`config.mk`:
```
export PLATFORM = sky130hd
export DESIGN_NAME = clip_crossfade_playback_controller_top_flat
export DESIGN_NICKNAME = d
export VERILOG_FILES = /design/src/hdl/ccpc_pkg.sv /design/src/hdl/ccpc_req_if.sv /design/src/hdl/ccpc_rsp_if.sv /design/src/hdl/clip_crossfade_playback_controller_top.sv /design/src/flat_wrapper.sv
export SDC_FILE = /design/constraint.sdc
export NUM_CORES = 2
export LEC_CHECK = 0
export BUFFER_PORTS_ARGS = -buffer_cell sky130_fd_sc_hd__buf_2
export CORE_MARGIN = 1
export CORE_UTILIZATION = 50
export DETAILED_ROUTE_END_ITERATION = 8
export HOLD_SLACK_MARGIN = 0.03
export PLACE_DENSITY = 0.77
export SLEW_MARGIN = 20
export SYNTH_ARGS = -nofsm -noshare
export SYNTH_HDL_FRONTEND = slang
export SYNTH_SLANG_ARGS = --single-unit
```
`constraint.sdc`:
```
create_clock -name clock -period 7.5 [get_ports clock]
set_clock_uncertainty 0.15 [all_clocks]
set_input_delay 0.375 -clock clock [delete_from_list [all_inputs] [get_ports clock]]
set_output_delay 0.375 -clock clock [all_outputs]
set_load 0.03 [all_outputs]
```
`src/hdl/ccpc_pkg.sv`:
```
// shared types and constants for the clip crossfade playback controller
`default_nettype none
package ccpc_pkg;

   localparam int MAX_CLIPS_DEFAULT = 16;
   localparam logic [16:0] ALPHA_ONE = 17'h10000;
   localparam logic signed [8:0] CLIP_NONE = -9'sd1;
   localparam int DIV_W = 48;

   typedef enum logic [1:0] {
      CMD_LOAD   = 2'd0,
      CMD_SELECT = 2'd1,
      CMD_TICK   = 2'd2,
      CMD_NOP    = 2'd3
   } cmd_type;

   typedef enum logic [3:0] {
      ST_IDLE,
      ST_EXEC,
      ST_RD,
      ST_MUL,
      ST_ADD,
      ST_DIV,
      ST_DFIN,
      ST_FIN,
      ST_OUT
   } state_type;

endpackage
`default_nettype wire

```
`src/hdl/ccpc_req_if.sv`:
```
// request channel: one command beat
`default_nettype none
interface ccpc_req_if;
   logic               valid;
   logic               ready;
   logic [1:0]         cmd;
   logic [7:0]         clip_index;
   logic [31:0]        clip_length;
   logic signed [15:0] play_rate;
   logic               looping;
   logic [31:0]        blend_time;
   logic [31:0]        delta_time;

   modport source (output valid, cmd, clip_index, clip_length, play_rate, looping,
                   blend_time, delta_time, input ready);
   modport sink (input valid, cmd, clip_index, clip_length, play_rate, looping,
                 blend_time, delta_time, output ready);
endinterface
`default_nettype wire

```
`src/hdl/ccpc_rsp_if.sv`:
```
// response channel: one status beat per command
`default_nettype none
interface ccpc_rsp_if;
   logic              valid;
   logic              ready;
   logic signed [8:0] current_clip;
   logic signed [8:0] next_clip;
   logic [31:0]       playhead_a;
   logic [31:0]       playhead_b;
   logic [16:0]       fade_alpha;
   logic              playing;
   logic              table_full;

   modport source (output valid, current_clip, next_clip, playhead_a, playhead_b,
                   fade_alpha, playing, table_full, input ready);
   modport sink (input valid, current_clip, next_clip, playhead_a, playhead_b,
                 fade_alpha, playing, table_full, output ready);
endinterface
`default_nettype wire

```
`src/hdl/clip_crossfade_playback_controller_top.sv`:
```
// clip crossfade playback controller with one shared restoring divider
//
//   channel   dir   beat
//   req_bus   in    one command: load, select or tick
//   rsp_bus   out   one status beat after each command
//
// load and select pass through the exec state to the response beat
// a tick reads, multiplies and adds for each active playhead, reduces a looping playhead modulo its length,
// and computes the fade step, both in the 48-step bit-serial divider shared by modulo and alpha step
// reset is synchronous and clears indices, playheads, fade and clip count
// the block takes no new command until its response beat is taken
`default_nettype none
module clip_crossfade_playback_controller_top #(
   parameter int MAX_CLIPS = ccpc_pkg::MAX_CLIPS_DEFAULT
) (
   input  wire        clock,
   input  wire        reset,
   ccpc_req_if.sink   req_bus,
   ccpc_rsp_if.source rsp_bus
);
   import ccpc_pkg::*;

   localparam int IDX_W = (MAX_CLIPS > 1) ? $clog2(MAX_CLIPS) : 1;
   localparam int CNT_W = $clog2(MAX_CLIPS + 1);

   state_type state_ff, state_in;

   cmd_type            cmd_ff;
   logic [7:0]         idx_ff;
   logic [31:0]        ilen_ff;
   logic signed [15:0] irate_ff;
   logic               iloop_ff;
   logic [31:0]        blend_ff;
   logic [31:0]        delta_ff;

   logic [31:0]        len_mem [MAX_CLIPS];
   logic signed [15:0] rate_mem [MAX_CLIPS];
   logic               loop_mem [MAX_CLIPS];
   logic [31:0]        m_len_ff;
   logic signed [15:0] m_rate_ff;
   logic               m_loop_ff;

   logic [CNT_W-1:0]   count_ff, count_in;
   logic signed [8:0]  cur_ff, cur_in, nxt_ff, nxt_in;
   logic [31:0]        ta_ff, ta_in, tb_ff, tb_in;
   logic [16:0]        alpha_ff, alpha_in;
   logic [31:0]        dur_ff, dur_in;
   logic               full_ff, full_in;

   logic               head_ff, head_in;
   logic signed [48:0] prod_ff, prod_in;
   logic [DIV_W-1:0]   q_ff, q_in;
   logic [31:0]        rem_ff, rem_in;
   logic [31:0]        dvs_ff, dvs_in;
   logic               op_mod_ff, op_mod_in;
   logic               neg_ff, neg_in;
   logic [5:0]         cnt_ff, cnt_in;

   logic               is_full, cur_ok, nxt_ok;
   logic [IDX_W-1:0]   rd_addr;
   logic [31:0]        t_old;
   logic signed [40:0] move;
   logic signed [41:0] nt;
   logic [41:0]        nt_abs;
   logic [31:0]        clamp_val, mod_val, head_val;
   logic               head_done, use_mod;
   logic [32:0]        shifted, trial;
   logic [16:0]        inc;
   state_type          after_head;

   assign is_full  = (count_ff == CNT_W'(MAX_CLIPS));
   assign cur_ok   = (cur_ff != CLIP_NONE);
   assign nxt_ok   = (nxt_ff != CLIP_NONE);
   assign rd_addr  = head_ff ? nxt_ff[IDX_W-1:0] : cur_ff[IDX_W-1:0];
   assign t_old    = head_ff ? tb_ff : ta_ff;
   assign move     = prod_ff[48:8];
   assign nt       = $signed({10'b0, t_old}) + $signed({move[40], move});
   assign nt_abs   = nt[41] ? 42'(-nt) : 42'(nt);
   assign use_mod  = (m_len_ff != 32'd0) && m_loop_ff;
   assign clamp_val = (m_len_ff == 32'd0) ? 32'd0 :
                      nt[41] ? 32'd0 :
                      ($unsigned(nt) > {10'b0, m_len_ff}) ? m_len_ff : nt[31:0];
   assign mod_val  = (neg_ff && rem_ff != 32'd0) ? (m_len_ff - rem_ff) : rem_ff;
   assign head_done = ((state_ff == ST_ADD) && !use_mod) ||
                      ((state_ff == ST_DFIN) && op_mod_ff);
   assign head_val = (state_ff == ST_ADD) ? clamp_val : mod_val;
   assign shifted  = {rem_ff, q_ff[DIV_W-1]};
   assign trial    = shifted - {1'b0, dvs_ff};
   assign inc      = (q_ff > DIV_W'(ALPHA_ONE)) ? ALPHA_ONE : q_ff[16:0];

   always_comb begin
      if (!head_ff && nxt_ok) begin
         after_head = ST_RD;
      end else if (head_ff) begin
         after_head = (dur_ff == 32'd0) ? ST_FIN : ST_DIV;
      end else begin
         after_head = ST_OUT;
      end
   end

   // next state
   always_comb begin
      state_in = state_ff;
      case (state_ff)
         ST_IDLE: if (req_bus.valid) state_in = ST_EXEC;
         ST_EXEC: begin
            if (cmd_ff == CMD_TICK) begin
               if (cur_ok || nxt_ok) state_in = ST_RD;
               else state_in = ST_OUT;
            end else begin
               state_in = ST_OUT;
            end
         end
         ST_RD:   state_in = ST_MUL;
         ST_MUL:  state_in = ST_ADD;
         ST_ADD:  state_in = use_mod ? ST_DIV : after_head;
         ST_DIV:  if (cnt_ff == 6'd0) state_in = ST_DFIN;
         ST_DFIN: state_in = op_mod_ff ? after_head : ST_FIN;
         ST_FIN:  state_in = ST_OUT;
         ST_OUT:  if (rsp_bus.ready) state_in = ST_IDLE;
         default: state_in = ST_IDLE;
      endcase
   end

   // handshake outputs
   always_comb begin
      req_bus.ready = 1'b0;
      rsp_bus.valid = 1'b0;
      case (state_ff)
         ST_IDLE: req_bus.ready = 1'b1;
         ST_OUT:  rsp_bus.valid = 1'b1;
         default: begin
            req_bus.ready = 1'b0;
            rsp_bus.valid = 1'b0;
         end
      endcase
   end

   assign rsp_bus.current_clip = cur_ff;
   assign rsp_bus.next_clip    = nxt_ff;
   assign rsp_bus.playhead_a   = ta_ff;
   assign rsp_bus.playhead_b   = tb_ff;
   assign rsp_bus.fade_alpha   = alpha_ff;
   assign rsp_bus.playing      = cur_ok || nxt_ok;
   assign rsp_bus.table_full   = full_ff;

   // datapath next values
   always_comb begin
      count_in  = count_ff;
      cur_in    = cur_ff;
      nxt_in    = nxt_ff;
      ta_in     = ta_ff;
      tb_in     = tb_ff;
      alpha_in  = alpha_ff;
      dur_in    = dur_ff;
      full_in   = full_ff;
      head_in   = head_ff;
      prod_in   = prod_ff;
      q_in      = q_ff;
      rem_in    = rem_ff;
      dvs_in    = dvs_ff;
      op_mod_in = op_mod_ff;
      neg_in    = neg_ff;
      cnt_in    = cnt_ff;
      case (state_ff)
         ST_EXEC: begin
            full_in = 1'b0;
            head_in = !cur_ok;
            case (cmd_ff)
               CMD_LOAD: begin
                  if (is_full) full_in = 1'b1;
                  else count_in = count_ff + CNT_W'(1);
               end
               CMD_SELECT: begin
                  if ({1'b0, idx_ff} >= 9'(count_ff)) begin
                     nxt_in   = CLIP_NONE;
                     alpha_in = 17'd0;
                     dur_in   = 32'd0;
                  end else if (!cur_ok || blend_ff == 32'd0) begin
                     cur_in   = $signed({1'b0, idx_ff});
                     nxt_in   = CLIP_NONE;
                     alpha_in = 17'd0;
                     dur_in   = 32'd0;
                     ta_in    = 32'd0;
                     tb_in    = 32'd0;
                  end else if (cur_ff != $signed({1'b0, idx_ff})) begin
                     nxt_in   = $signed({1'b0, idx_ff});
                     dur_in   = blend_ff;
                     alpha_in = 17'd0;
                     tb_in    = 32'd0;
                  end
               end
               default: full_in = 1'b0;
            endcase
         end
         ST_MUL: prod_in = 49'($signed({1'b0, delta_ff})) * 49'(m_rate_ff);
         ST_ADD: begin
            if (use_mod) begin
               q_in      = {6'b0, nt_abs};
               rem_in    = 32'd0;
               dvs_in    = m_len_ff;
               op_mod_in = 1'b1;
               neg_in    = nt[41];
               cnt_in    = 6'(DIV_W - 1);
            end
         end
         ST_DIV: begin
            if (!trial[32]) begin
               rem_in = trial[31:0];
               q_in   = {q_ff[DIV_W-2:0], 1'b1};
            end else begin
               rem_in = shifted[31:0];
               q_in   = {q_ff[DIV_W-2:0], 1'b0};
            end
            cnt_in = cnt_ff - 6'd1;
         end
         ST_DFIN: if (!op_mod_ff) alpha_in = alpha_ff + inc;
         ST_FIN: begin
            if (alpha_ff >= ALPHA_ONE) begin
               cur_in   = nxt_ff;
               ta_in    = tb_ff;
               nxt_in   = CLIP_NONE;
               alpha_in = 17'd0;
               dur_in   = 32'd0;
               tb_in    = 32'd0;
            end
         end
         default: cnt_in = cnt_ff;
      endcase
      if (head_done) begin
         if (head_ff) tb_in = head_val;
         else ta_in = head_val;
         if (!head_ff && nxt_ok) begin
            head_in = 1'b1;
         end else if (head_ff) begin
            if (dur_ff == 32'd0) begin
               alpha_in = ALPHA_ONE;
            end else begin
               q_in      = {delta_ff, 16'b0};
               rem_in    = 32'd0;
               dvs_in    = dur_ff;
               op_mod_in = 1'b0;
               cnt_in    = 6'(DIV_W - 1);
            end
         end
      end
   end

   always_ff @(posedge clock) begin
      if (reset) begin
         state_ff <= ST_IDLE;
         count_ff <= '0;
         cur_ff   <= CLIP_NONE;
         nxt_ff   <= CLIP_NONE;
         ta_ff    <= 32'd0;
         tb_ff    <= 32'd0;
         alpha_ff <= 17'd0;
         dur_ff   <= 32'd0;
         full_ff  <= 1'b0;
         head_ff  <= 1'b0;
         cnt_ff   <= 6'd0;
      end else begin
         state_ff <= state_in;
         count_ff <= count_in;
         cur_ff   <= cur_in;
         nxt_ff   <= nxt_in;
         ta_ff    <= ta_in;
         tb_ff    <= tb_in;
         alpha_ff <= alpha_in;
         dur_ff   <= dur_in;
         full_ff  <= full_in;
         head_ff  <= head_in;
         cnt_ff   <= cnt_in;
      end
   end

   always_ff @(posedge clock) begin
      prod_ff   <= prod_in;
      q_ff      <= q_in;
      rem_ff    <= rem_in;
      dvs_ff    <= dvs_in;
      op_mod_ff <= op_mod_in;
      neg_ff    <= neg_in;
      if (state_ff == ST_IDLE && req_bus.valid) begin
         cmd_ff   <= cmd_type'(req_bus.cmd);
         idx_ff   <= req_bus.clip_index;
         ilen_ff  <= req_bus.clip_length;
         irate_ff <= req_bus.play_rate;
         iloop_ff <= req_bus.looping;
         blend_ff <= req_bus.blend_time;
         delta_ff <= req_bus.delta_time;
      end
   end

   // clip table
   always_ff @(posedge clock) begin
      if (state_ff == ST_EXEC && cmd_ff == CMD_LOAD && !is_full) begin
         len_mem[count_ff[IDX_W-1:0]]  <= ilen_ff;
         rate_mem[count_ff[IDX_W-1:0]] <= irate_ff;
         loop_mem[count_ff[IDX_W-1:0]] <= iloop_ff;
      end
      if (state_ff == ST_RD) begin
         m_len_ff  <= len_mem[rd_addr];
         m_rate_ff <= rate_mem[rd_addr];
         m_loop_ff <= loop_mem[rd_addr];
      end
   end

endmodule
`default_nettype wire

```
`src/flat_wrapper.sv`:
```
// flat-port wrapper written by rule: the top's interface ports become plain ports
module clip_crossfade_playback_controller_top_flat import ccpc_pkg::*;
#(
   parameter int MAX_CLIPS = ccpc_pkg::MAX_CLIPS_DEFAULT
)
  (clock, reset, req_bus_valid, req_bus_cmd, req_bus_clip_index, req_bus_clip_length, req_bus_play_rate, req_bus_looping, req_bus_blend_time, req_bus_delta_time, req_bus_ready, rsp_bus_valid, rsp_bus_current_clip, rsp_bus_next_clip, rsp_bus_playhead_a, rsp_bus_playhead_b, rsp_bus_fade_alpha, rsp_bus_playing, rsp_bus_table_full, rsp_bus_ready);
  ccpc_req_if req_bus_i ();
  ccpc_rsp_if rsp_bus_i ();
  input  wire clock;
  input  wire reset;
  input wire logic [$bits(req_bus_i.valid)-1:0] req_bus_valid;
  input wire logic [$bits(req_bus_i.cmd)-1:0] req_bus_cmd;
  input wire logic [$bits(req_bus_i.clip_index)-1:0] req_bus_clip_index;
  input wire logic [$bits(req_bus_i.clip_length)-1:0] req_bus_clip_length;
  input wire logic [$bits(req_bus_i.play_rate)-1:0] req_bus_play_rate;
  input wire logic [$bits(req_bus_i.looping)-1:0] req_bus_looping;
  input wire logic [$bits(req_bus_i.blend_time)-1:0] req_bus_blend_time;
  input wire logic [$bits(req_bus_i.delta_time)-1:0] req_bus_delta_time;
  output wire logic [$bits(req_bus_i.ready)-1:0] req_bus_ready;
  output wire logic [$bits(rsp_bus_i.valid)-1:0] rsp_bus_valid;
  output wire logic [$bits(rsp_bus_i.current_clip)-1:0] rsp_bus_current_clip;
  output wire logic [$bits(rsp_bus_i.next_clip)-1:0] rsp_bus_next_clip;
  output wire logic [$bits(rsp_bus_i.playhead_a)-1:0] rsp_bus_playhead_a;
  output wire logic [$bits(rsp_bus_i.playhead_b)-1:0] rsp_bus_playhead_b;
  output wire logic [$bits(rsp_bus_i.fade_alpha)-1:0] rsp_bus_fade_alpha;
  output wire logic [$bits(rsp_bus_i.playing)-1:0] rsp_bus_playing;
  output wire logic [$bits(rsp_bus_i.table_full)-1:0] rsp_bus_table_full;
  input wire logic [$bits(rsp_bus_i.ready)-1:0] rsp_bus_ready;
  assign req_bus_i.valid = req_bus_valid;
  assign req_bus_i.cmd = req_bus_cmd;
  assign req_bus_i.clip_index = req_bus_clip_index;
  assign req_bus_i.clip_length = req_bus_clip_length;
  assign req_bus_i.play_rate = req_bus_play_rate;
  assign req_bus_i.looping = req_bus_looping;
  assign req_bus_i.blend_time = req_bus_blend_time;
  assign req_bus_i.delta_time = req_bus_delta_time;
  assign req_bus_ready = req_bus_i.ready;
  assign rsp_bus_valid = rsp_bus_i.valid;
  assign rsp_bus_current_clip = rsp_bus_i.current_clip;
  assign rsp_bus_next_clip = rsp_bus_i.next_clip;
  assign rsp_bus_playhead_a = rsp_bus_i.playhead_a;
  assign rsp_bus_playhead_b = rsp_bus_i.playhead_b;
  assign rsp_bus_fade_alpha = rsp_bus_i.fade_alpha;
  assign rsp_bus_playing = rsp_bus_i.playing;
  assign rsp_bus_table_full = rsp_bus_i.table_full;
  assign rsp_bus_i.ready = rsp_bus_ready;
  clip_crossfade_playback_controller_top #(.MAX_CLIPS(MAX_CLIPS)) u_core (.clock(clock), .reset(reset), .req_bus(req_bus_i), .rsp_bus(rsp_bus_i));
endmodule
```
==> metrics.txt <==
worst-skew pair later-pin latency around 780 ps; Least-Margin Pin Slew 1140 ps; HP Start rsp_bus_ready; Rel. slew slack about 23%; Yosys warnings 0; Die Span X roughly 380 um; Worst Path Arrival 7640 ps; die area 147000 um2; footprint of the multi-input gates 34000 um2; failing checks design-rule violations; Critical Path Most Common Cell fa_1; TritonCTS clock tree yes; Post-synth top flop edfxtp_1; Worst Hold Class primary input to flop; RSZ-0062 raised after global routing false; Post-Syn Instances 6107; pin count of the biggest net entering global routing about 120; Synth top cells by count 998 x edfxtp_1, 724 x nand2_1, 651 x inv_1; Layout Nets 7314; initial antenna violation count 16; cell row count ~140; area growth from synthesis to layout 13.4%; Clock Tree Buf Depth 3; Worst path max stage delay 540 ps; most common cell in the synthesized netlist edfxtp_1; Synth area leader edfxtp_1; Routed Antenna Nets 0; Clock Sinks 1259; Core Box Area 144000 um2; H-Tree Level Count 4; clk slew on worst S/H paths 60 ps; Seq cells post-synth 1259; Fin Setup TNS 0 ps; final HPWL from detailed placement approximately 140 mm; Crit-path slowest cell fa_1; CP Launch Type flop; final setup violation count 0; Place WS -7.66 ps; dominant cells by area after synthesis edfxtp_1 41%, fa_1 12%, dfxtp_1 7.2%, mux4_2 6.1%, ha_1 5.3%; initial core utilization 50.4%; Final period util 97.3%; Fill cells approximately 11k; first-pass GRT wire length 316 mm; crit path buf inv count 6; Hold Fails Final Rpt 0; post-synth top area share 41.3%; synthesized area per cell 11.9 um2; post-synth net total 6961; DR vias 51.2k; total gr overflow 0; # IOs between 200 and 250; CP max FO 17; clk root buf clkbuf_16; post-synthesis cell type count 94; Tmin final 7300 ps; first-pass iteration count of the detailed router 9; vias per std cell 6.05; Maximum Capacitance Violations 0; crit path capture type flop; Seq/Total Area, Yosys between 40% and 50%; Mapped Area 72500 um2; Worst Slack Setup Final 205 ps; DRT iter0 DRCs ~5.7k; maximum clock rate 137 MHz; CP delay by family, top adder cells; routability cong. 0.973; vias in the first global route 51.1k; CP Launch Point u_core.m_rate_ff[12]; DR WL/cell 24.9 um; Sequential Area 35200 um2; Die H 383 um; status complete, but fails checks; CTS Buf Count 131; # DRC 46; Worst EP required between 7000 and 8000 ps; Core Util, Final 57.2%; I/O Buffers 229; Slew Limit Fails 0; critical path type flop to flop; power per cell area 351 nW/um2; asr flop ratio synth 0%; VDD IR max 0.796 mV; Leak 32.0 nW; worst r2r src u_core.m_rate_ff[12]; Power, Total 28.9 mW; WL final 211 mm; Tot GR Track Use 28.7%; number of flops mapped to enable cells by yosys 998; layout cell share with drive strength beyond 1 13.7%
==> final timing paths <==
| kind | to | slack [ps] | cells past startpoint |
|---|---|---|---|
| worst max-delay path | u_core.prod_ff[48] | 200 | 26 |
| worst min register to register | u_core.dur_ff[2] | 320 | 2 |
| worst max register to register | u_core.prod_ff[48] | 200 | 26 |
| worst min-delay path | u_core.state_ff[3] | 150 | 5 |
==> layout make-up <==
type	count	share of cell area, %
diodes	2	0.00609
clock buffers	170	4.31
clock inverters	68	0.948
inverters	654	2.99
multi-input cells	3893	41.4
flip-flops and latches	1259	42.8
well taps	1903	2.90
repair buffers	521	4.70
==> tightest hold or removal path: cells and delay by family <==
kind            cells  cell delay (ps)
compound gates      1               60
buf+inv             1              100
simple gates        3              470
==> registers in the layout, indices dropped and copies added, names as in the netlist, 16 cells and up <==
signal	cells
u_core.rsp_bus.playhead_a	32
u_core.q_ff	48
u_core.blend_ff	32
u_core.ilen_ff	32
u_core.rsp_bus.fade_alpha	17
u_core.dur_ff	32
u_core.rem_ff	32
u_core.rsp_bus.playhead_b	32
u_core.rate_mem	256
u_core.len_mem	512
u_core.m_rate_ff	16
u_core.prod_ff	41
u_core.irate_ff	16
u_core.dvs_ff	32
u_core.loop_mem	16
u_core.delta_ff	32
u_core.m_len_ff	32
==> layer usage <==
| layer | track usage [%] | vias to the layer above | wire length [um] |
|---|---|---|---|
| li1 | - | 22300 | - |
| met1 | 38.5 | 25400 | 81900 |
| met2 | 45.1 | 2911 | 97700 |
| met3 | 6.32 | 554 | 22200 |
| met4 | 11.9 | 12 | 8910 |
| met5 | 0 | - | 82 |
==> cell families (layout without fill, tap and decap cells) <==
logic type                 after synthesis  count (layout)  synth area share (%)
xor gates and xnor gates               165             165                  2.00
AOI/OAI and AO/OA                     1022            1022                  9.32
buffers and inverters                  955            1413                  5.00
other                                    0               2                     0
DFF                                   1259            1259                  48.5
adders and majority gates              727             727                  16.9
and+or+nand+nor                       1710            1710                  11.1
muxes                                  269             269                  7.15
==> cell usage in the layout (no fill, tap or decap), types with 25 or more instances in the layout <==
master         synthesis  layout
edfxtp_1             998     998
nand2_1              724     724
inv_1                651     651
fa_1                 421     421
nor2_1               329     313
ha_1                 306     306
and2_1               288     287
dfxtp_1              261     260
a21oi_1              255     251
buf_2                 13     229
mux4_2               196     196
o21ai_0              178     177
buf_4                  0     149
clkbuf_16              0     135
dlygate4sd3_1          0     125
a31oi_1              105     105
xnor2_1              104     104
a21o_1                79      79
a211oi_1              69      69
xor2_1                60      59
nor3_1                63      56
nand3_1               52      51
nor4_1                52      51
a22oi_1               47      46
nand4_1               45      45
nand2b_1              41      41
o21a_1                37      37
mux2i_1               38      34
mux2_2                35      34
clkbuf_1             264      31
a221oi_1              28      28
nor2b_1               26      25
==> stage by stage <==
stage | cells | instance area [um2] | hold WS (ps)
after CTS | 8459 | 82100 | 73.9
after floorplan | 6107 | 72500 | 295
final | 8470 | 82200 | 152
after detailed placement | 8092 | 76500 | 312
after global routing | 8469 | 82200 | 116
after global placement | 8092 | 76500 | 311
==> what timing repair did <==
action / CTS / global route
hold buffers: 125 / 0
buffers inserted: 4 / 9
endpoints found under the hold margin: 142 / 0
pin swaps: 0 / 1
gates resized for setup: 0 / 5
endpoints found under the setup margin: 3 / 5
==> power breakdown <==
group | total [mW] | leakage (nW) | switching, mW | internal (mW)
Combinational | 13.5 | 18.8 | 7.87 | 5.61
Sequential | 8.82 | 11.2 | 0.295 | 8.53
Clock | 6.58 | 2.07 | 2.84 | 3.74
Power figures use the tool's default switching activity.
